**src/lsst_pkg.sv**
```systemverilog
// Shared types and constants for the link session sequence tracker.
package lsst_pkg;

  localparam int unsigned SEQ_W = 32;
  localparam int unsigned CNT_W = 32;
  localparam int unsigned DAT_W = 8;
  localparam int unsigned CFG_IDX_W = 2;

  localparam logic [CNT_W-1:0] CNT_MAX = {CNT_W{1'b1}};

  localparam logic [CNT_W-1:0] TIMEOUT_RST = 32'd10000;
  localparam logic [CNT_W-1:0] SYNC_RST = 32'd5000;
  localparam logic [SEQ_W-1:0] RESYNC_RST = 32'h0001_0000;

  localparam logic [2:0] PKT_HELLO = 3'd0;
  localparam logic [2:0] PKT_LEVEL = 3'd1;
  localparam logic [2:0] PKT_PING = 3'd2;
  localparam logic [2:0] PKT_BYE = 3'd3;

  localparam logic KIND_TICK = 1'b0;

  typedef enum logic [CFG_IDX_W-1:0] {
    CFG_TIMEOUT = 2'd0,
    CFG_SYNC    = 2'd1,
    CFG_RESYNC  = 2'd2
  } cfg_idx_t;

  typedef enum logic [2:0] {
    OP_TICK,
    OP_HELLO,
    OP_LEVEL,
    OP_PING,
    OP_BYE,
    OP_REJECT,
    OP_NOP
  } op_t;

  typedef enum logic [1:0] {
    LINK_DISC  = 2'd0,
    LINK_CONN  = 2'd1,
    LINK_STALE = 2'd2
  } link_t;

  typedef enum logic [2:0] {
    RPL_NONE   = 3'd0,
    RPL_ACK    = 3'd1,
    RPL_PONG   = 3'd2,
    RPL_REJECT = 3'd3,
    RPL_SYNC   = 3'd4
  } reply_t;

  typedef struct packed {
    op_t              op;
    logic             newly;
    logic [SEQ_W-1:0] seq;
    logic [DAT_W-1:0] level;
    logic [DAT_W-1:0] dry_ind;
  } item_t;

  typedef struct packed {
    reply_t           reply;
    logic [SEQ_W-1:0] reply_seq;
    link_t            link_state;
    logic             data_valid;
    logic [DAT_W-1:0] held_level;
    logic [DAT_W-1:0] held_dry_ind;
    logic             fresh_data;
    logic [CNT_W-1:0] lost_total;
    logic [CNT_W-1:0] duplicate_total;
    logic [CNT_W-1:0] out_of_order_total;
  } result_t;

endpackage

```
**src/lsst_in_if.sv**
```systemverilog
// Input event channel: tick or decoded packet event.
interface lsst_in_if;
  logic        valid;
  logic        ready;
  logic        kind;
  logic [2:0]  pkt_type;
  logic        peer_allowed;
  logic        peer_newly_added;
  logic [31:0] seq;
  logic [7:0]  level;
  logic [7:0]  dry_ind;

  modport source (
    output valid, kind, pkt_type, peer_allowed, peer_newly_added, seq, level, dry_ind,
    input  ready
  );
  modport sink (
    input  valid, kind, pkt_type, peer_allowed, peer_newly_added, seq, level, dry_ind,
    output ready
  );
endinterface

```
**src/lsst_out_if.sv**
```systemverilog
// Result channel: reply plus link and counter snapshot.
interface lsst_out_if;
  logic        valid;
  logic        ready;
  logic [2:0]  reply;
  logic [31:0] reply_seq;
  logic [1:0]  link_state;
  logic        data_valid;
  logic [7:0]  held_level;
  logic [7:0]  held_dry_ind;
  logic        fresh_data;
  logic [31:0] lost_total;
  logic [31:0] duplicate_total;
  logic [31:0] out_of_order_total;

  modport source (
    output valid, reply, reply_seq, link_state, data_valid, held_level, held_dry_ind,
           fresh_data, lost_total, duplicate_total, out_of_order_total,
    input  ready
  );
  modport sink (
    input  valid, reply, reply_seq, link_state, data_valid, held_level, held_dry_ind,
           fresh_data, lost_total, duplicate_total, out_of_order_total,
    output ready
  );
endinterface

```
**src/lsst_cfg_if.sv**
```systemverilog
// Configuration write channel.
interface lsst_cfg_if;
  logic        valid;
  logic        ready;
  logic [1:0]  index;
  logic [31:0] data;

  modport source (output valid, index, data, input ready);
  modport sink (input valid, index, data, output ready);
endinterface

```
**src/link_session_sequence_tracker_core.sv**
```systemverilog
// Top level of the link session sequence tracker.
//
//   channel  | direction | handshake   | carries
//   in_ch    | sink      | valid/ready | tick or packet event
//   out_ch   | source    | valid/ready | reply and link/counter snapshot
//   cfg_ch   | sink      | valid/ready | register index and write data
//
// One transaction per cycle in and out while out_ch is not stalled; every input yields
// one result, registered first in the queue and then in the result register.
// Synchronous active-low reset restores register defaults and a disconnected link.
// A stalled out_ch fills the queue of QueueDepth entries, then in_ch.ready drops.
// cfg_ch is always ready; writes take effect on the next cycle.
module link_session_sequence_tracker_core #(
  parameter int unsigned QueueDepth = 2
) (
  input  logic       clk,
  input  logic       rst_n,
  lsst_in_if.sink    in_ch,
  lsst_out_if.source out_ch,
  lsst_cfg_if.sink   cfg_ch
);
  import lsst_pkg::*;

  logic  push;
  logic  pop;
  logic  q_full;
  logic  q_not_empty;
  item_t push_item;
  item_t q_head;

  lsst_front u_front (
    .in_ch     (in_ch),
    .q_full    (q_full),
    .push      (push),
    .push_item (push_item)
  );

  lsst_queue #(
    .Depth (QueueDepth)
  ) u_queue (
    .clk       (clk),
    .rst_n     (rst_n),
    .push      (push),
    .push_item (push_item),
    .pop       (pop),
    .full      (q_full),
    .not_empty (q_not_empty),
    .head      (q_head)
  );

  lsst_back u_back (
    .clk         (clk),
    .rst_n       (rst_n),
    .cfg_ch      (cfg_ch),
    .q_not_empty (q_not_empty),
    .q_head      (q_head),
    .pop         (pop),
    .out_ch      (out_ch)
  );

endmodule

```
**src/lsst_front.sv**
```systemverilog
// Front end: accept input transactions and classify them into queue operations.
module lsst_front (
  lsst_in_if.sink        in_ch,
  input  logic           q_full,
  output logic           push,
  output lsst_pkg::item_t push_item
);
  import lsst_pkg::*;

  op_t op;

  always_comb begin
    op = OP_NOP;
    if (in_ch.kind == KIND_TICK) begin
      op = OP_TICK;
    end else begin
      case (in_ch.pkt_type)
        PKT_HELLO: op = in_ch.peer_allowed ? OP_HELLO : OP_REJECT;
        PKT_LEVEL: op = in_ch.peer_allowed ? OP_LEVEL : OP_REJECT;
        PKT_PING:  op = in_ch.peer_allowed ? OP_PING : OP_REJECT;
        PKT_BYE:   op = OP_BYE;
        default:   op = OP_NOP;
      endcase
    end
  end

  assign in_ch.ready = ~q_full;
  assign push        = in_ch.valid & ~q_full;

  always_comb begin
    push_item.op      = op;
    push_item.newly   = in_ch.peer_newly_added;
    push_item.seq     = in_ch.seq;
    push_item.level   = in_ch.level;
    push_item.dry_ind = in_ch.dry_ind;
  end

endmodule

```
**src/lsst_queue.sv**
```systemverilog
// Short FIFO between the front end and the execution back end.
module lsst_queue #(
  parameter int unsigned Depth = 2
) (
  input  logic            clk,
  input  logic            rst_n,
  input  logic            push,
  input  lsst_pkg::item_t push_item,
  input  logic            pop,
  output logic            full,
  output logic            not_empty,
  output lsst_pkg::item_t head
);
  import lsst_pkg::*;

  localparam int unsigned PtrW = (Depth > 1) ? $clog2(Depth) : 1;
  localparam int unsigned CntW = $clog2(Depth + 1);
  localparam logic [PtrW-1:0] PtrLast = PtrW'(Depth - 1);
  localparam logic [CntW-1:0] CntFull = CntW'(Depth);

  item_t           mem [Depth];
  logic [PtrW-1:0] wr_ptr_r, wr_ptr_nxt;
  logic [PtrW-1:0] rd_ptr_r, rd_ptr_nxt;
  logic [CntW-1:0] cnt_r, cnt_nxt;

  assign full      = (cnt_r == CntFull);
  assign not_empty = (cnt_r != '0);
  assign head      = mem[rd_ptr_r];

  always_comb begin
    wr_ptr_nxt = wr_ptr_r;
    rd_ptr_nxt = rd_ptr_r;
    cnt_nxt    = cnt_r;
    if (push) begin
      wr_ptr_nxt = (wr_ptr_r == PtrLast) ? '0 : wr_ptr_r + 1'b1;
    end
    if (pop) begin
      rd_ptr_nxt = (rd_ptr_r == PtrLast) ? '0 : rd_ptr_r + 1'b1;
    end
    if (push && !pop) begin
      cnt_nxt = cnt_r + 1'b1;
    end else if (pop && !push) begin
      cnt_nxt = cnt_r - 1'b1;
    end
  end

  always_ff @(posedge clk) begin
    if (!rst_n) begin
      wr_ptr_r <= '0;
      rd_ptr_r <= '0;
      cnt_r    <= '0;
    end else begin
      wr_ptr_r <= wr_ptr_nxt;
      rd_ptr_r <= rd_ptr_nxt;
      cnt_r    <= cnt_nxt;
    end
  end

  always_ff @(posedge clk) begin
    if (push) begin
      mem[wr_ptr_r] <= push_item;
    end
  end

  a_no_overflow: assert property (@(posedge clk) disable iff (!rst_n)
    full |-> !push)
    else $error("queue push while full");

  a_no_underflow: assert property (@(posedge clk) disable iff (!rst_n)
    !not_empty |-> !pop)
    else $error("queue pop while empty");

  a_cnt_range: assert property (@(posedge clk) disable iff (!rst_n)
    cnt_r <= CntFull)
    else $error("queue count out of range");

endmodule

```
**src/lsst_back.sv**
```systemverilog
// Back end: link state, sequence tracking, counters and the result register.
module lsst_back (
  input  logic            clk,
  input  logic            rst_n,
  lsst_cfg_if.sink        cfg_ch,
  input  logic            q_not_empty,
  input  lsst_pkg::item_t q_head,
  output logic            pop,
  lsst_out_if.source      out_ch
);
  import lsst_pkg::*;

  logic [CNT_W-1:0] timeout_r, sync_int_r;
  logic [SEQ_W-1:0] resync_r;

  link_t            mode_r, mode_nxt;
  logic             started_r, started_nxt;
  logic [SEQ_W-1:0] last_seq_r, last_seq_nxt;
  logic             valid_r, valid_nxt;
  logic [DAT_W-1:0] level_r, level_nxt;
  logic [DAT_W-1:0] wd_r, wd_nxt;
  logic [CNT_W-1:0] data_age_r, data_age_nxt;
  logic [CNT_W-1:0] sync_age_r, sync_age_nxt;
  logic [CNT_W-1:0] lost_r, lost_nxt;
  logic [CNT_W-1:0] dup_r, dup_nxt;
  logic [CNT_W-1:0] ooo_r, ooo_nxt;

  logic             out_valid_r;
  result_t          out_r, out_nxt;

  logic [SEQ_W-1:0] fwd_diff, back_diff;
  logic [CNT_W:0]   lost_sum;
  logic             fresh;
  logic             start_eff;
  reply_t           reply;
  logic [SEQ_W-1:0] rseq;

  assign pop = q_not_empty & (~out_valid_r | out_ch.ready);

  assign fwd_diff  = q_head.seq - last_seq_r;
  assign back_diff = last_seq_r - q_head.seq;
  assign lost_sum  = {1'b0, lost_r} + {1'b0, fwd_diff - 1'b1};

  always_comb begin
    mode_nxt     = mode_r;
    started_nxt  = started_r;
    last_seq_nxt = last_seq_r;
    valid_nxt    = valid_r;
    level_nxt    = level_r;
    wd_nxt       = wd_r;
    data_age_nxt = data_age_r;
    sync_age_nxt = sync_age_r;
    lost_nxt     = lost_r;
    dup_nxt      = dup_r;
    ooo_nxt      = ooo_r;
    fresh        = 1'b0;
    reply        = RPL_NONE;
    rseq         = '0;
    start_eff    = started_r & ~q_head.newly;
    case (q_head.op)
      OP_TICK: begin
        data_age_nxt = (data_age_r == CNT_MAX) ? data_age_r : data_age_r + 1'b1;
        sync_age_nxt = (sync_age_r == CNT_MAX) ? sync_age_r : sync_age_r + 1'b1;
        if (valid_r && data_age_nxt > timeout_r) begin
          valid_nxt = 1'b0;
          wd_nxt    = '0;
          if (mode_r == LINK_CONN) begin
            mode_nxt    = LINK_STALE;
            started_nxt = 1'b0;
          end
        end
        if (mode_nxt == LINK_STALE && sync_age_nxt >= sync_int_r) begin
          sync_age_nxt = '0;
          reply        = RPL_SYNC;
        end
      end
      OP_HELLO: begin
        valid_nxt    = 1'b0;
        started_nxt  = 1'b0;
        last_seq_nxt = '0;
        reply        = RPL_ACK;
        mode_nxt     = LINK_CONN;
      end
      OP_LEVEL: begin
        reply = RPL_ACK;
        if (!start_eff) begin
          fresh = 1'b1;
        end else if (q_head.seq == last_seq_r) begin
          dup_nxt = (dup_r == CNT_MAX) ? dup_r : dup_r + 1'b1;
        end else if (q_head.seq < last_seq_r) begin
          if (back_diff > resync_r) begin
            fresh = 1'b1;
          end else begin
            ooo_nxt = (ooo_r == CNT_MAX) ? ooo_r : ooo_r + 1'b1;
          end
        end else begin
          fresh = 1'b1;
          if (lost_sum[CNT_W]) begin
            lost_nxt = CNT_MAX;
          end else begin
            lost_nxt = lost_sum[CNT_W-1:0];
          end
        end
        if (q_head.newly) begin
          last_seq_nxt = '0;
          started_nxt  = 1'b0;
        end
        if (fresh) begin
          last_seq_nxt = q_head.seq;
          started_nxt  = 1'b1;
          level_nxt    = q_head.level;
          wd_nxt       = q_head.dry_ind;
          data_age_nxt = '0;
          valid_nxt    = 1'b1;
          mode_nxt     = LINK_CONN;
        end
      end
      OP_PING: begin
        reply    = RPL_PONG;
        rseq     = q_head.seq;
        mode_nxt = LINK_CONN;
      end
      OP_BYE: begin
        valid_nxt = 1'b0;
        mode_nxt  = LINK_STALE;
      end
      OP_REJECT: begin
        reply = RPL_REJECT;
      end
      default: begin
        reply = RPL_NONE;
      end
    endcase

    out_nxt.reply              = reply;
    out_nxt.reply_seq          = rseq;
    out_nxt.link_state         = mode_nxt;
    out_nxt.data_valid         = valid_nxt;
    out_nxt.held_level         = level_nxt;
    out_nxt.held_dry_ind       = wd_nxt;
    out_nxt.fresh_data         = fresh;
    out_nxt.lost_total         = lost_nxt;
    out_nxt.duplicate_total    = dup_nxt;
    out_nxt.out_of_order_total = ooo_nxt;
  end

  assign cfg_ch.ready = 1'b1;

  always_ff @(posedge clk) begin
    if (!rst_n) begin
      timeout_r  <= TIMEOUT_RST;
      sync_int_r <= SYNC_RST;
      resync_r   <= RESYNC_RST;
    end else if (cfg_ch.valid) begin
      case (cfg_ch.index)
        CFG_TIMEOUT: timeout_r  <= cfg_ch.data;
        CFG_SYNC:    sync_int_r <= cfg_ch.data;
        CFG_RESYNC:  resync_r   <= cfg_ch.data;
        default:     ;
      endcase
    end
  end

  always_ff @(posedge clk) begin
    if (!rst_n) begin
      mode_r      <= LINK_DISC;
      started_r   <= 1'b0;
      last_seq_r  <= '0;
      valid_r     <= 1'b0;
      level_r     <= '0;
      wd_r        <= '0;
      data_age_r  <= '0;
      sync_age_r  <= '0;
      lost_r      <= '0;
      dup_r       <= '0;
      ooo_r       <= '0;
      out_valid_r <= 1'b0;
    end else begin
      if (pop) begin
        mode_r     <= mode_nxt;
        started_r  <= started_nxt;
        last_seq_r <= last_seq_nxt;
        valid_r    <= valid_nxt;
        level_r    <= level_nxt;
        wd_r       <= wd_nxt;
        data_age_r <= data_age_nxt;
        sync_age_r <= sync_age_nxt;
        lost_r     <= lost_nxt;
        dup_r      <= dup_nxt;
        ooo_r      <= ooo_nxt;
      end
      if (pop) begin
        out_valid_r <= 1'b1;
      end else if (out_ch.ready) begin
        out_valid_r <= 1'b0;
      end
    end
  end

  always_ff @(posedge clk) begin
    if (pop) begin
      out_r <= out_nxt;
    end
  end

  assign out_ch.valid              = out_valid_r;
  assign out_ch.reply              = out_r.reply;
  assign out_ch.reply_seq          = out_r.reply_seq;
  assign out_ch.link_state         = out_r.link_state;
  assign out_ch.data_valid         = out_r.data_valid;
  assign out_ch.held_level         = out_r.held_level;
  assign out_ch.held_dry_ind       = out_r.held_dry_ind;
  assign out_ch.fresh_data         = out_r.fresh_data;
  assign out_ch.lost_total         = out_r.lost_total;
  assign out_ch.duplicate_total    = out_r.duplicate_total;
  assign out_ch.out_of_order_total = out_r.out_of_order_total;

  a_sync_when_stale: assert property (@(posedge clk) disable iff (!rst_n)
    pop |=> (out_r.reply != RPL_SYNC || out_r.link_state == LINK_STALE))
    else $error("sync request outside stale link");

  a_fresh_connects: assert property (@(posedge clk) disable iff (!rst_n)
    pop |=> (!out_r.fresh_data || (out_r.data_valid && out_r.link_state == LINK_CONN)))
    else $error("fresh data without valid connected link");

  a_pong_connected: assert property (@(posedge clk) disable iff (!rst_n)
    pop |=> (out_r.reply != RPL_PONG || out_r.link_state == LINK_CONN))
    else $error("pong without connected link");

  a_snapshot_matches: assert property (@(posedge clk) disable iff (!rst_n)
    pop |=> (out_r.lost_total == lost_r && out_r.data_valid == valid_r))
    else $error("result snapshot differs from state");

endmodule
```
**src/flat_wrapper.sv**
```systemverilog
// flat-port wrapper written by rule: the top's interface ports become plain ports
module link_session_sequence_tracker_core_flat import lsst_pkg::*;
#(
  parameter int unsigned QueueDepth = 2
)
  (clk, rst_n, in_ch_valid, in_ch_kind, in_ch_pkt_type, in_ch_peer_allowed, in_ch_peer_newly_added, in_ch_seq, in_ch_level, in_ch_dry_ind, in_ch_ready, out_ch_valid, out_ch_reply, out_ch_reply_seq, out_ch_link_state, out_ch_data_valid, out_ch_held_level, out_ch_held_dry_ind, out_ch_fresh_data, out_ch_lost_total, out_ch_duplicate_total, out_ch_out_of_order_total, out_ch_ready, cfg_ch_valid, cfg_ch_index, cfg_ch_data, cfg_ch_ready);
  lsst_in_if in_ch_i ();
  lsst_out_if out_ch_i ();
  lsst_cfg_if cfg_ch_i ();
  input  logic clk;
  input  logic rst_n;
  input wire logic [$bits(in_ch_i.valid)-1:0] in_ch_valid;
  input wire logic [$bits(in_ch_i.kind)-1:0] in_ch_kind;
  input wire logic [$bits(in_ch_i.pkt_type)-1:0] in_ch_pkt_type;
  input wire logic [$bits(in_ch_i.peer_allowed)-1:0] in_ch_peer_allowed;
  input wire logic [$bits(in_ch_i.peer_newly_added)-1:0] in_ch_peer_newly_added;
  input wire logic [$bits(in_ch_i.seq)-1:0] in_ch_seq;
  input wire logic [$bits(in_ch_i.level)-1:0] in_ch_level;
  input wire logic [$bits(in_ch_i.dry_ind)-1:0] in_ch_dry_ind;
  output wire logic [$bits(in_ch_i.ready)-1:0] in_ch_ready;
  output wire logic [$bits(out_ch_i.valid)-1:0] out_ch_valid;
  output wire logic [$bits(out_ch_i.reply)-1:0] out_ch_reply;
  output wire logic [$bits(out_ch_i.reply_seq)-1:0] out_ch_reply_seq;
  output wire logic [$bits(out_ch_i.link_state)-1:0] out_ch_link_state;
  output wire logic [$bits(out_ch_i.data_valid)-1:0] out_ch_data_valid;
  output wire logic [$bits(out_ch_i.held_level)-1:0] out_ch_held_level;
  output wire logic [$bits(out_ch_i.held_dry_ind)-1:0] out_ch_held_dry_ind;
  output wire logic [$bits(out_ch_i.fresh_data)-1:0] out_ch_fresh_data;
  output wire logic [$bits(out_ch_i.lost_total)-1:0] out_ch_lost_total;
  output wire logic [$bits(out_ch_i.duplicate_total)-1:0] out_ch_duplicate_total;
  output wire logic [$bits(out_ch_i.out_of_order_total)-1:0] out_ch_out_of_order_total;
  input wire logic [$bits(out_ch_i.ready)-1:0] out_ch_ready;
  input wire logic [$bits(cfg_ch_i.valid)-1:0] cfg_ch_valid;
  input wire logic [$bits(cfg_ch_i.index)-1:0] cfg_ch_index;
  input wire logic [$bits(cfg_ch_i.data)-1:0] cfg_ch_data;
  output wire logic [$bits(cfg_ch_i.ready)-1:0] cfg_ch_ready;
  assign in_ch_i.valid = in_ch_valid;
  assign in_ch_i.kind = in_ch_kind;
  assign in_ch_i.pkt_type = in_ch_pkt_type;
  assign in_ch_i.peer_allowed = in_ch_peer_allowed;
  assign in_ch_i.peer_newly_added = in_ch_peer_newly_added;
  assign in_ch_i.seq = in_ch_seq;
  assign in_ch_i.level = in_ch_level;
  assign in_ch_i.dry_ind = in_ch_dry_ind;
  assign in_ch_ready = in_ch_i.ready;
  assign out_ch_valid = out_ch_i.valid;
  assign out_ch_reply = out_ch_i.reply;
  assign out_ch_reply_seq = out_ch_i.reply_seq;
  assign out_ch_link_state = out_ch_i.link_state;
  assign out_ch_data_valid = out_ch_i.data_valid;
  assign out_ch_held_level = out_ch_i.held_level;
  assign out_ch_held_dry_ind = out_ch_i.held_dry_ind;
  assign out_ch_fresh_data = out_ch_i.fresh_data;
  assign out_ch_lost_total = out_ch_i.lost_total;
  assign out_ch_duplicate_total = out_ch_i.duplicate_total;
  assign out_ch_out_of_order_total = out_ch_i.out_of_order_total;
  assign out_ch_i.ready = out_ch_ready;
  assign cfg_ch_i.valid = cfg_ch_valid;
  assign cfg_ch_i.index = cfg_ch_index;
  assign cfg_ch_i.data = cfg_ch_data;
  assign cfg_ch_ready = cfg_ch_i.ready;
  link_session_sequence_tracker_core #(.QueueDepth(QueueDepth)) u_core (.clk(clk), .rst_n(rst_n), .in_ch(in_ch_i), .out_ch(out_ch_i), .cfg_ch(cfg_ch_i));
endmodule
```
**config.mk**
```make
export PLATFORM = sky130hd
export DESIGN_NAME = link_session_sequence_tracker_core_flat
export DESIGN_NICKNAME = d
export VERILOG_FILES = /design/src/lsst_pkg.sv /design/src/lsst_in_if.sv /design/src/lsst_out_if.sv /design/src/lsst_cfg_if.sv /design/src/link_session_sequence_tracker_core.sv /design/src/lsst_front.sv /design/src/lsst_queue.sv /design/src/lsst_back.sv /design/src/flat_wrapper.sv
export SDC_FILE = /design/constraint.sdc
export NUM_CORES = 1
export LEC_CHECK = 0
export BUFFER_PORTS_ARGS = -buffer_cell sky130_fd_sc_hd__buf_2
export CAP_MARGIN = 20
export CORE_UTILIZATION = 50
export CTS_BUF_LIST = sky130_fd_sc_hd__clkbuf_16
export DETAILED_ROUTE_END_ITERATION = 16
export PLACE_DENSITY = 0.75
export SLEW_MARGIN = 40
export SYNTH_ARGS = -nofsm -noshare
export SYNTH_HDL_FRONTEND = slang
export SYNTH_SLANG_ARGS = --single-unit
```
**constraint.sdc**
```tcl
create_clock -name clk -period 6.3 [get_ports clk]
set_clock_uncertainty 0.15 [all_clocks]
set_input_delay 0.315 -clock clk [delete_from_list [all_inputs] [get_ports clk]]
set_output_delay 0.315 -clock clk [all_outputs]
set_load 0.005 [all_outputs]
```
== Word level (Yosys, flattened, before mapping) ==
Memories as Yosys holds them, arrays and structs flattened. A register that Yosys moved wholly into a read port is not among the register bits.
Cells that the tools add are included.
Cells by class
  order comparisons: 4
  add/subtract/negate cells: 12
  muxes and demuxes: 63
  equal/unequal tests: 22
  reductions and logical operators: 25
  bitwise operators: 7
Operator list (count)
  2-to-1 mux 32 bit: 21
  adder 32 x 1 -> 32 bit, second input constant: 4
  == test 32 bit, second input constant: 4
  one-hot mux 32 bit (2 select lines): 2
  > comparator 32 bit: 2
  subtractor 32 bit: 2
  adder 32 x 32 -> 33 bit: 1
  == test 32 bit: 1
  >= comparator 32 bit: 1
  less-than comparator 32 bit: 1
  2-to-1 mux 8 bit: 4
  subtractor 32 x 1 -> 32 bit, second input constant: 1
  one-hot mux 3 bit (4 select lines): 2
  2-to-1 mux 1 bit: 19
  one-hot mux 8 bit (2 select lines): 1
  2-to-1 mux 3 bit: 5
  == test 3 x 2 -> 1 bit, second input constant: 4
  2-to-1 mux 2 bit: 6
  nonzero test 2 bit: 5
  one-hot mux 2 bit (4 select lines): 1
  AND reduction 2 bit: 4
  == test 2 bit, second input constant: 3
  == test 3 x 1 -> 1 bit, second input constant: 2
  == test 3 bit, second input constant: 2
  18 further kinds: 35
Word-level totals
  word-level logic and storage cells: 162
  register bits after elaboration: 464
  input port bits: 93
  RAM bits: 104
  output and inout bits: 154
  memories: 1
Memories
  u_core.u_queue.mem: words 2, width 52, rd ports 1, clocked after Yosys merged registers in 1, wr ports 1, line lsst_queue.sv:21  | item_t mem [Depth];

== Depth between registers and ports, before layout ==
Gate-level depths: netlist of run 1.
  word-level depth: 10
  gate-level depth with buffers: 31
  gate-level depth less buffers: 26

== Modules after synthesis ==
Synthesis of run 1 repeated with hierarchy kept, for this count alone.
Second synthesis, totals
  cells, all modules: 3440
  area total of the unflattened synthesis: 31732.9 um^2
Modules (own cells, without submodules)
  lsst_back: area each 27316.2 um^2, instances 1, sequential area each 10720.3 um^2, cells an instance 3196
  lsst_queue: area each 3991.3 um^2, instances 1, sequential area each 3223.1 um^2, cells an instance 184
  lsst_front: area each 425.4 um^2, instances 1, sequential area each 0.0 um^2, cells an instance 60

== Least setup slack after synthesis of run 1 ==
Ideal clock, no wire load.
  kind: reg-to-reg
  start: reg with a tool-made name
  end: reg u_core.u_back.level_r[6]
  data required time: 6.070 ns
  clock period less this slack: 7.002 ns
  library setup time: 0.080 ns
  path slack: -0.702 ns
  path buffers: 5
  stages on the path, launching flop included: 29
  data arrival time: 6.772 ns
  path through: dfxtp_1 -> buf_2 -> clkbuf_1 -> clkbuf_1 -> mux2i_1 -> inv_1 -> ha_1 -> nor2b_1 -> o21ai_0 -> a21oi_1 -> o21ai_0 -> o21ai_0 -> a31oi_1 -> o31ai_1 -> a31oi_1 -> o21ai_0 -> xor2_1 -> ha_1 -> nand4_1 -> or4_1 -> o22a_1 -> a31oi_1 -> o31ai_2 -> a31oi_4 -> and2_1 -> buf_6 -> buf_8 -> nor2_1 -> a211oi_2
RTL lines
  end signal: assignment: line lsst_back.sv:184  | level_r <= level_nxt;
  end: declaration: line lsst_back.sv:20  | logic [DAT_W-1:0] level_r, level_nxt;

==> results of run 1 <==
[where the power goes]
part           internal, mW  leakage, nW  switching (mW)
registers              4.65         5.00           0.237
logic                  1.74         8.65            2.85
clock network          1.94        0.963            1.51
[kinds of logic (layout without fill, tap and decap cells)]
| kind of cell | count (synthesis) | after routing | synth area share (%) |
|---|---|---|---|
| other cells | 1 | 3 | 0.0123 |
| compound gates | 759 | 759 | 15.4 |
| flops | 569 | 569 | 45.9 |
| fa+ha+maj | 199 | 199 | 8.27 |
| simple gates | 1036 | 1036 | 15.9 |
| mux | 61 | 61 | 2.08 |
| xor+xnor | 270 | 270 | 7.78 |
| buf+inv | 351 | 738 | 4.72 |
[cells in the mapped netlist, types with 61 or more instances]
| cell | instances |
|---|---|
| sky130_fd_sc_hd__clkbuf_1 | 112 |
| sky130_fd_sc_hd__a21o_1 | 84 |
| sky130_fd_sc_hd__nand2_1 | 384 |
| sky130_fd_sc_hd__ha_1 | 196 |
| sky130_fd_sc_hd__xor2_1 | 113 |
| sky130_fd_sc_hd__edfxtp_1 | 255 |
| sky130_fd_sc_hd__xnor2_1 | 157 |
| sky130_fd_sc_hd__nand3_1 | 61 |
| sky130_fd_sc_hd__nor2_1 | 293 |
| sky130_fd_sc_hd__dfxtp_1 | 314 |
| sky130_fd_sc_hd__o21ai_0 | 114 |
| sky130_fd_sc_hd__nand4_1 | 73 |
| sky130_fd_sc_hd__a21oi_1 | 317 |
| sky130_fd_sc_hd__inv_1 | 194 |
[worst max-delay path: stages (launching register included)]
cell	delay (ns)
sky130_fd_sc_hd__dfxtp_4	0.39
sky130_fd_sc_hd__buf_6	0.19
sky130_fd_sc_hd__mux2i_1	0.12
sky130_fd_sc_hd__buf_4	0.15
sky130_fd_sc_hd__ha_1	0.25
sky130_fd_sc_hd__or4_1	0.52
sky130_fd_sc_hd__o21a_1	0.20
sky130_fd_sc_hd__a21oi_1	0.18
sky130_fd_sc_hd__o21bai_2	0.11
sky130_fd_sc_hd__a21oi_1	0.30
sky130_fd_sc_hd__o31ai_2	0.11
sky130_fd_sc_hd__a21boi_1	0.26
sky130_fd_sc_hd__o41ai_2	0.11
sky130_fd_sc_hd__xor2_1	0.16
sky130_fd_sc_hd__ha_1	0.30
sky130_fd_sc_hd__nand4_1	0.13
sky130_fd_sc_hd__or4_4	0.60
sky130_fd_sc_hd__nor3_4	0.16
sky130_fd_sc_hd__a31oi_4	0.07
sky130_fd_sc_hd__o31ai_4	0.42
sky130_fd_sc_hd__a21oi_2	0.14
sky130_fd_sc_hd__buf_4	0.19
sky130_fd_sc_hd__a21oi_4	0.30
sky130_fd_sc_hd__clkbuf_16	0.28
sky130_fd_sc_hd__nand2_1	0.06
sky130_fd_sc_hd__o21ai_1	0.07
[final cells by class]
class	count	area, sq um
Clock inverter	51	407
Timing Repair Buffer	432	2980
Antenna cell	2	5.00
Multi-Input combinational cell	2326	15300
Tap cell	782	978
Inverter	195	742
Clock buffer	60	1500
Fill cell	5068	24400
Sequential cell	569	13900
[worst min-delay path by stage]
| stage | cells past startpoint | endpoint |
|---|---|---|
| after global routing | 3 | u_core.u_queue.mem[0][49] |
| after floorplan | 0 | u_core.u_queue.mem[0][0] |
| after global placement | 2 | u_core.u_back.last_seq_r[0] |
| after detailed placement | 2 | u_core.u_back.last_seq_r[0] |
| final | 3 | u_core.u_queue.mem[1][49] |
| after CTS | 3 | u_core.u_queue.mem[1][49] |
[layout by cell type, fill, tap and decap left out, types with 14 or more instances in the layout]
master                          count
sky130_fd_sc_hd__edfxtp_1         255
sky130_fd_sc_hd__xnor2_1          157
sky130_fd_sc_hd__nand3_1           61
sky130_fd_sc_hd__nor2_1           292
sky130_fd_sc_hd__mux2_2            14
sky130_fd_sc_hd__nor2b_1           17
sky130_fd_sc_hd__dlygate4sd3_1     89
sky130_fd_sc_hd__clkbuf_16         61
sky130_fd_sc_hd__a22o_1            22
sky130_fd_sc_hd__mux2i_1           39
sky130_fd_sc_hd__buf_4             84
sky130_fd_sc_hd__ha_1             195
sky130_fd_sc_hd__clkinv_1          15
sky130_fd_sc_hd__dfxtp_1          313
sky130_fd_sc_hd__buf_2            244
sky130_fd_sc_hd__nand2_1          382
sky130_fd_sc_hd__nor3_1            50
sky130_fd_sc_hd__a21o_1            84
sky130_fd_sc_hd__a31oi_1           26
sky130_fd_sc_hd__and2_1            19
sky130_fd_sc_hd__o21bai_1          22
sky130_fd_sc_hd__and3_1            31
sky130_fd_sc_hd__a21oi_1          307
sky130_fd_sc_hd__or3_1             18
sky130_fd_sc_hd__inv_1            201
sky130_fd_sc_hd__o21ai_1           40
sky130_fd_sc_hd__and4_1            16
sky130_fd_sc_hd__xor2_1           113
sky130_fd_sc_hd__o21ai_0          111
sky130_fd_sc_hd__nand4_1           73
sky130_fd_sc_hd__o211ai_1          19
[registers in the layout, indices dropped and copies added (netlist names), 32 cells and up, named ones only]
register,cells
u_core.u_back.last_seq_r,32
u_core.u_back.out_ch.lost_total,32
u_core.u_back.data_age_r,32
u_core.u_back.sync_int_r,32
u_core.u_back.dup_r,32
u_core.u_back.lost_r,32
u_core.u_back.out_ch.out_of_order_total,32
u_core.u_back.timeout_r,32
u_core.u_back.resync_r,32
u_core.u_back.out_ch.duplicate_total,32
u_core.u_queue.mem,104
u_core.u_back.out_ch.reply_seq,32
u_core.u_back.sync_age_r,32
u_core.u_back.ooo_r,32
[per-layer routing]
layer  vias to the layer above  global-route usage (%)  part of all wire [%]
met5                         -                       0                 0.016
met4                         2                    9.46                   3.6
met3                       167                    2.69                   4.9
met2                       744                    43.6                    48
met1                     11700                    33.4                    43
li1                      12100                       -                     -
[timing repair]
action | in CTS | in global routing
buffers inserted | 0 | 5
endpoints found under the hold margin | 231 | 0
endpoints found under the setup margin | 33 | 223
hold buffers | 89 | 0
gates cloned | 0 | 1
pin swaps | 0 | 9
resized for setup | 4 | 40
==> impl_metrics.tcl, run 1 <==
set metrics [dict create \
    worst_setup_path_start_kind "flip-flop" \
    placement.cell_area_sq_mm 0.0328 \
    detailedPlace.worstSlack_ns -0.0742 \
    wirelength_mm 80.7 \
    clkTransAtPathRegs_ns 0.07 \
    tritoncts "built" \
    hold_startpoint "in_ch_pkt_type[0]" \
    grt_start_max_net_pins 101 \
    grt_antenna_before_repair 3 \
    post_synth_instance_area_sq_mm 0.0304 \
    io_pins 247 \
    number_of_flops_mapped_to_enable_cells_by_yosys 255 \
    grt_util_all_layers_pct 25.5 \
    r2r.worst_path.cells 25 \
    synth-seq-cells 569 \
    irDropWorstVdd_mv 0.232 \
    measured_slew_at_the_worst_slew_check_pin_ns 0.834 \
    finalMaxSlewViolations 0 \
    avgSynthCellArea_sq_um 9.36 \
    layout-area-overhead-vs-synth_pct 17.9 \
    ant_nets 0 \
    start_util_pct 50.4 \
    final.min_clock_period_ns 6.06 \
    insertion_delay_ns 0.64 \
    globalRoute.totalOverflow 0 \
    detail_route.iter0.violations 1808 \
    number_of_global_route_vias_before_repair 23500 \
    endpoint_kind "flip-flop" \
    utilization_pct 59.4 \
    synthesis.instances 3246 \
    number_of_clock_sinks_seen_by_cts 569 \
    data_required_time_of_the_worst_path_ns 6.70 \
    core_area_sq_mm 0.0602 \
    worst_slew_margin_rel_pct 44.4 \
    synth_warn 0 \
    cells_taking_the_most_area_after_synthesis "sky130_fd_sc_hd__edfxtp_1, sky130_fd_sc_hd__dfxtp_1, sky130_fd_sc_hd__ha_1" \
    max_freq_ghz 0.165 \
    placementRows 90 \
    synth.lib_cells_used.distinct 95 \
    cts_root_buffer "sky130_fd_sc_hd__clkbuf_16" \
    drt-vias-per-instance 5.60 \
    post-route-period-util_pct 96.2 \
    die_area_sq_mm 0.0618 \
    worstSetupEndpoint "u_core.u_back.last_seq_r[4]" \
    gp_routability_congestion 0.984 \
    h_tree_depth 2 \
    fin_setup_tns_ns 0 \
    synth_top_cell_by_area "sky130_fd_sc_hd__edfxtp_1" \
    port_buffers 245 \
    hold_class "input port to flip-flop" \
    synthArstFlopShare_pct 0 \
    tritoncts.num_buffers 59 \
    p_per_area_mw_per_mm2 361 \
    dpl.cell_count 4209 \
    proportion_of_synthesized_chip_area_in_sequential_cells_pct 45.9 \
    final_hold_viol_count 0 \
    report.final.setup_viol 0 \
    finalNonFillerCells 4417 \
    static_leakage_power_nw 14.6 \
    detailedRoute.firstPassIterationCount 5 \
    grt_pass1_wl_mm 127 \
    hold_ws_ns 0.0925 \
    die_w_um 249 \
    route.vias.total 24700 \
    setup_slack_ns 0.243 \
    crit_fanout 16 \
    reg2reg_slack_ns 0.24 \
    synth-main-ff-cell "sky130_fd_sc_hd__dfxtp_1" \
    hpwl_mm 57.1 \
    drc_errors 0 \
    post_drt_wl_per_cell_um 18.3 \
    finalPower_mw 12.9 \
    timing_worst_setup_path_type "flip-flop to flip-flop" \
    die_h_um 249 \
    yosys.area.top_type_share_pct 25.2 \
    critical_path.reg2reg.endpoint "u_core.u_back.last_seq_r[4]" \
    outcome "completed" \
    synth.net_count 3538 \
    cts_buffer_depth 3 \
    critical_path_arrival_ns 6.46 \
    layout_cell_area_excl_fill_sq_mm 0.0358 \
    drive_above_1_share_pct 14.8 \
    max-cap-violations 0 \
    finish.net_count 3875 \
]
No activity file was read; power rests on OpenSTA's default activity.
==> run 2, diff against run 1 <==
--- a/config.mk
+++ b/config.mk
@@ -10,7 +10,7 @@
 export CORE_UTILIZATION = 50
 export CTS_BUF_LIST = sky130_fd_sc_hd__clkbuf_16
 export DETAILED_ROUTE_END_ITERATION = 16
-export PLACE_DENSITY = 0.75
+export PLACE_DENSITY_LB_ADDON = 0.3
 export SLEW_MARGIN = 40
 export SYNTH_ARGS = -nofsm -noshare
 export SYNTH_HDL_FRONTEND = slang
==> impl_metrics.tcl, run 2 (synthesis results as in run 1) <==
set metrics [dict create \
    critical_path.reg2reg.endpoint "u_core.u_back.out_ch.lost_total[29]" \
    cts_root_buffer "sky130_fd_sc_hd__clkbuf_16" \
    grt_start_max_net_pins 79 \
    globalRoute.totalOverflow 0 \
    power.switching_fraction_pct 34.8 \
    worst_slew_margin_rel_pct 43.7 \
    layout_commonest_cell "sky130_fd_sc_hd__nand2_1" \
    worstSetupEndpoint "u_core.u_back.out_ch.lost_total[29]" \
    hold_ws_ns 0.0398 \
    flip_flop_count_of_the_largest_register_all_copies_and_words_added 104 \
    start_util_pct 50.4 \
    diodes 0 \
    cell_seen_most_often_among_critical_path_stages "sky130_fd_sc_hd__a21o_1" \
    grt_util_all_layers_pct 25.2 \
    die_area_sq_mm 0.0618 \
    max_freq_ghz 0.166 \
    critical_path_arrival_ns 6.24 \
    outcome "completed" \
    number_of_clock_sinks_seen_by_cts 569 \
    final.min_clock_period_ns 6.02 \
    fillerInstances 5107 \
    tritoncts.num_buffers 58 \
    io_pins 247 \
    max-cap-violations 0 \
    die_h_um 249 \
    critical_path.slowest_cell "sky130_fd_sc_hd__or4b_1" \
    critical_path.cell_chain "mux2i_2 > inv_1 > ha_1 > fa_1 > a21o_1 > a21oi_2 > o21bai_1 > a2111o_1 > a31oi_2 > o21bai_1 > xor2_1 > ha_1 > a21o_1 > a21o_1 > or4b_1 > a21o_1 > nand4_1 > a21oi_1 > a311oi_2 > buf_4 > o21bai_1 > xnor2_1 > a21oi_1" \
    measured_slew_at_the_worst_slew_check_pin_ns 0.845 \
    cts_buffer_depth 3 \
    setup_slack_ns 0.279 \
    h_tree_depth 2 \
    insertion_delay_ns 0.63 \
    timing_worst_setup_path_type "flip-flop to flip-flop" \
    placementRows 90 \
    crit_fanout 4 \
    route.vias.total 24400 \
    final_hold_viol_count 0 \
    layout-area-overhead-vs-synth_pct 18.0 \
    drt-vias-per-instance 5.54 \
    core_area_sq_mm 0.0602 \
    finalPower_mw 13.1 \
    port_buffers 245 \
    r2r.worst_path.cells 23 \
    dpl.cell_count 4212 \
    die_w_um 249 \
    max_flop_register "u_core.u_queue.mem" \
    grt_antenna_before_repair 0 \
    hold_startpoint "cfg_ch_valid" \
    report.final.setup_viol 0 \
    static_leakage_power_nw 14.7 \
    most-common-layout-cells "sky130_fd_sc_hd__nand2_1, sky130_fd_sc_hd__dfxtp_1, sky130_fd_sc_hd__a21oi_1" \
    wirelength_mm 79.4 \
    detail_route.iter0.violations 1576 \
    endpoint_kind "flip-flop" \
    post_drt_wl_per_cell_um 18.0 \
    grt_pass1_wl_mm 125 \
    cellInternalPower_mw 8.54 \
    clkTransAtPathRegs_ns 0.06 \
    gp_routability_congestion 0.965 \
    irDropWorstVdd_mv 0.268 \
    detailedRoute.firstPassIterationCount 8 \
    p_per_area_mw_per_mm2 365 \
    post-route-period-util_pct 95.6 \
    detailedPlace.worstSlack_ns -0.0889 \
    share_seq_of_total_power_pct 37.4 \
    power_frac_clock_pct 27.7 \
    hold_class "input port to flip-flop" \
    finalNonFillerCells 4414 \
    tritoncts "built" \
    data_required_time_of_the_worst_path_ns 6.52 \
    p_comb_share_pct 35.0 \
    ant_nets 0 \
    number_of_global_route_vias_before_repair 23500 \
    finish.net_count 3874 \
    drc_errors 0 \
    hpwl_mm 57.1 \
    worst_setup_path_start_kind "flip-flop" \
    finalMaxSlewViolations 0 \
    cp_slowest_stage_delay_ns 0.51 \
    power.net_switching_mw 4.56 \
    reg2reg_slack_ns 0.28 \
    fin_setup_tns_ns 0 \
    drive_above_1_share_pct 14.5 \
]
## run 2: changes by cell type in the layout (fill, tap and decap cells not counted), sizes merged
cell         change
buf              +2
bufinv           +4
clkbuf           +1
clkinv           -9
clkinvlp         -4
diode            -2
dlygate4sd3      -1
inv              +6
## run 2: final cells by class
class,count,area (sq um),share of cell area (%)
clock inverters,48,457,1.27
flip-flops and latches,569,13900,38.9
inverters,195,742,2.07
well taps,782,978,2.73
multi-input cells,2326,15200,42.5
repair buffers,432,2950,8.24
clock buffers,62,1550,4.33
## run 2: worst min path at each step
stage | to | slack [ns] | cells past startpoint
3_3_place_gp | u_core.u_back.timeout_r[24] | 0.29 | 2
2_1_floorplan | u_core.u_queue.mem[0][0] | 0.26 | 0
6_report | u_core.u_back.resync_r[1] | 0.04 | 4
5_1_grt | u_core.u_back.resync_r[2] | 0.07 | 4
3_5_place_dp | u_core.u_back.last_seq_r[0] | 0.29 | 2
4_1_cts | u_core.u_back.resync_r[1] | 0.004 | 4
## run 2: timing repair
item / 4_1_cts / 5_1_grt
gates resized for setup: 5 / 32
setup endpoints to repair: 23 / 232
hold endpoints to repair: 234 / 0
buffers inserted: 0 / 4
pin swaps: 0 / 7
hold buffers: 88 / 0
## run 2: worst max-delay path: cells and delay by family (launching register included)
| family | cells | cell delay [ns] |
|---|---|---|
| flops | 1 | 0.40 |
| mux | 1 | 0.27 |
| buf+inv | 2 | 0.26 |
| fa+ha+maj | 3 | 1.00 |
| compound gates | 13 | 2.62 |
| simple gates | 2 | 0.64 |
| xor+xnor | 2 | 0.41 |
## run 2: per-stage QoR
stage	area, sq um	util [%]
3_5_place_dp	32800	54.4
6_report	35800	59.5
5_1_grt	35800	59.5
4_1_cts	35700	59.2
2_1_floorplan	30500	-
3_3_place_gp	32800	54.4
## run 2: metal layers
metal | wire [um] | part of all wire, % | vias to the layer above | global-route usage (%)
li1 | - | - | 12100 | -
met1 | 34800 | 44 | 11500 | 32.8
met2 | 38000 | 48 | 686 | 42.7
met3 | 4140 | 5.2 | 145 | 3.85
met4 | 2520 | 3.2 | 0 | 8.59
met5 | 0 | 0 | - | 0
## run 2: power by group through the flow
stage / clock [mW] / combinational, mW / sequential [mW]
floorplan: 0 / 2.77 / 5.05
global placement: 0 / 4.39 / 4.97
detailed placement: 0 / 4.43 / 4.97
CTS: 3.70 / 4.50 / 4.91
global route: 3.84 / 5.02 / 4.96
finish: 3.62 / 4.58 / 4.90
==> run 3, diff against run 2 <==
--- a/config.mk
+++ b/config.mk
@@ -5,9 +5,11 @@
 export SDC_FILE = /design/constraint.sdc
 export NUM_CORES = 1
 export LEC_CHECK = 0
+export ABC_CLOCK_PERIOD_IN_PS = 6300
 export BUFFER_PORTS_ARGS = -buffer_cell sky130_fd_sc_hd__buf_2
 export CAP_MARGIN = 20
-export CORE_UTILIZATION = 50
+export CORE_ASPECT_RATIO = 1.2
+export CORE_UTILIZATION = 35
 export CTS_BUF_LIST = sky130_fd_sc_hd__clkbuf_16
 export DETAILED_ROUTE_END_ITERATION = 16
 export PLACE_DENSITY_LB_ADDON = 0.3
==> impl_metrics.tcl, run 3 (synthesis results as in run 1) <==
set metrics [dict create \
    timing_worst_setup_path_type "flip-flop to flip-flop" \
    die_h_um 325 \
    reg2reg_slack_ns 0.33 \
    met3_length_mm 3.19 \
    cellInternalPower_mw 8.57 \
    die_area_sq_mm 0.0880 \
    tritoncts.num_buffers 66 \
    number_of_global_route_vias_before_repair 23500 \
    drive_above_1_share_pct 15.6 \
    hold_ws_ns 0.0537 \
    cts_root_buffer "sky130_fd_sc_hd__clkbuf_16" \
    p_comb_share_pct 35.2 \
    grt_antenna_before_repair 2 \
    crit_fanout 7 \
    flip_flop_count_of_the_largest_register_all_copies_and_words_added 104 \
    dpl.cell_count 4598 \
    endpoint_kind "flip-flop" \
    detail_route.iter0.violations 1423 \
    clkTransAtPathRegs_ns 0.06 \
    data_required_time_of_the_worst_path_ns 6.49 \
    worst_slew_margin_rel_pct 36.9 \
    power_frac_clock_pct 27.9 \
    setup_slack_ns 0.326 \
    start_util_pct 35.3 \
    port_buffers 245 \
    critical_path.cell_chain "mux2i_2 > inv_1 > ha_1 > fa_1 > a21o_1 > a21oi_1 > o21bai_1 > a2111o_1 > a31oi_2 > o21bai_1 > xor2_1 > buf_4 > ha_1 > a21o_1 > a21o_1 > or4b_1 > a21o_1 > nand4_1 > a21oi_1 > a311oi_1 > buf_4 > o21ai_0 > xnor2_1 > a21oi_1" \
    placement.cell_area_sq_mm 0.0335 \
    detailedRoute.firstPassIterationCount 7 \
    share_seq_of_total_power_pct 36.9 \
    cp_num_cells 24 \
    total_area_of_multi_input_combinational_cells_sq_mm 0.0152 \
    r2r.worst_path.cells 24 \
    cell_seen_most_often_among_critical_path_stages "sky130_fd_sc_hd__a21o_1" \
    hold_class "input port to flip-flop" \
    critical_path.slowest_cell "sky130_fd_sc_hd__or4b_1" \
    most-common-layout-cells "sky130_fd_sc_hd__nand2_1, sky130_fd_sc_hd__dfxtp_1, sky130_fd_sc_hd__a21oi_1" \
    worst_setup_path_start_kind "flip-flop" \
    kind_of_cell_adding_the_most_delay_to_the_critical_path "compound AO/OA/AOI/OAI gates" \
    power.net_switching_mw 4.71 \
    insertion_delay_ns 0.62 \
    finalNonFillerCells 4816 \
    bufs_and_invs_on_worst_path 3 \
    ant_nets 0 \
    drt-vias-per-instance 5.05 \
    dr.max_layer_used "met5" \
    critical_path_arrival_ns 6.16 \
    core_area_sq_mm 0.0861 \
    final_hold_viol_count 0 \
    layout_cell_area_excl_fill_sq_mm 0.0366 \
    fillerInstances 8495 \
    cp_slowest_stage_delay_ns 0.49 \
    measured_slew_at_the_worst_slew_check_pin_ns 0.940 \
    grt_util_all_layers_pct 18.7 \
    report.final.setup_viol 0 \
    post_drt_wl_per_cell_um 17.6 \
    detailedPlace.worstSlack_ns -0.0882 \
    grt_start_max_net_pins 79 \
    gp_routability_congestion 0.941 \
    finalMaxSlewViolations 0 \
    instance_count_along_the_most_critical_hold_path 3 \
    max_flop_register "u_core.u_queue.mem" \
    fin_setup_tns_ns 0 \
    layout_commonest_cell "sky130_fd_sc_hd__nand2_1" \
    max_freq_ghz 0.167 \
    static_leakage_power_nw 14.9 \
    power.switching_fraction_pct 35.5 \
    placementRows 118 \
    number_of_clock_sinks_seen_by_cts 569 \
    wirelength_mm 84.6 \
    critical_path.reg2reg.endpoint "u_core.u_back.out_ch.lost_total[31]" \
    min_to "u_core.u_back.lost_r[22]" \
    post-route-period-util_pct 94.8 \
    wl_met1_mm 36.1 \
    h_tree_depth 3 \
    final.min_clock_period_ns 5.97 \
    ff_latch_area_sq_mm 0.0139 \
    tritoncts "built" \
    p_per_area_mw_per_mm2 363 \
    io_pins 247 \
    layout-area-overhead-vs-synth_pct 20.5 \
    cts_buffer_depth 3 \
    outcome "completed" \
    finish.net_count 3912 \
    utilization_pct 42.5 \
    wl_met2_mm 42.6 \
    max-cap-violations 0 \
    die_w_um 271 \
    finalPower_mw 13.3 \
    grt_pass1_wl_mm 131 \
    irDropWorstVdd_mv 0.211 \
    globalRoute.totalOverflow 0 \
    drc_errors 0 \
    hold_startpoint "rst_n" \
    route.vias.total 24300 \
    hpwl_mm 61.7 \
]
==> run 3: power by group through the flow <==
stage	clock (mW)	sequential, mW	combinational (mW)
final	3.71	4.91	4.67
after global routing	3.94	4.97	5.14
after CTS	3.81	4.93	4.65
after detailed placement	0	5.00	4.55
after global placement	0	5.00	4.53
after floorplan	0	5.05	2.77
==> run 3: layout make-up <==
class,instances,area share (%)
diodes,3,0.0205
well taps,1140,3.90
clock buffers,67,4.58
multi-input cells,2326,41.6
flip-flops and latches,569,38.1
clock inverters,54,1.09
inverters,195,2.03
repair buffers,462,8.68
==> run 3: worst max-delay path by stage <==
stage	start	end
2_1_floorplan	flip-flop	u_core.u_back.out_ch.lost_total[10]
3_3_place_gp	flip-flop	u_core.u_back.ooo_r[18]
3_5_place_dp	flip-flop	u_core.u_back.data_age_r[21]
4_1_cts	flip-flop	u_core.u_back.wd_r[2]
5_1_grt	flip-flop	u_core.u_back.lost_r[6]
6_report	flip-flop	u_core.u_back.out_ch.lost_total[31]
==> run 3: metal layers <==
layer	up-vias	global-route usage [%]
met1	11500	23.1
met2	506	33.3
li1	12200	-
met3	134	2.21
met5	-	0
met4	2	6.83
==> run 3: repair_timing <==
item,in CTS,in global routing
gates cloned,0,0
hold buffers,84,0
gates resized for setup,4,34
hold endpoints to repair,200,0
pin swaps,1,8
buffers inserted,5,5
endpoints found under the setup margin,38,228
==> run 3: worst register-to-register path, stage by stage (launching register included) <==
cell and delay [ns]:
sky130_fd_sc_hd__dfxtp_4 0.42, sky130_fd_sc_hd__mux2i_2 0.28, sky130_fd_sc_hd__inv_1 0.10, sky130_fd_sc_hd__ha_1 0.22, sky130_fd_sc_hd__fa_1 0.41, sky130_fd_sc_hd__a21o_1 0.17
sky130_fd_sc_hd__a21oi_1 0.18, sky130_fd_sc_hd__o21bai_1 0.10, sky130_fd_sc_hd__a2111o_1 0.46, sky130_fd_sc_hd__a31oi_2 0.22, sky130_fd_sc_hd__o21bai_1 0.12, sky130_fd_sc_hd__xor2_1 0.26
sky130_fd_sc_hd__buf_4 0.17, sky130_fd_sc_hd__ha_1 0.23, sky130_fd_sc_hd__a21o_1 0.18, sky130_fd_sc_hd__a21o_1 0.20, sky130_fd_sc_hd__or4b_1 0.50, sky130_fd_sc_hd__a21o_1 0.20
sky130_fd_sc_hd__nand4_1 0.13, sky130_fd_sc_hd__a21oi_1 0.11, sky130_fd_sc_hd__a311oi_1 0.30, sky130_fd_sc_hd__buf_4 0.17, sky130_fd_sc_hd__o21ai_0 0.09, sky130_fd_sc_hd__xnor2_1 0.21
sky130_fd_sc_hd__a21oi_1 0.12
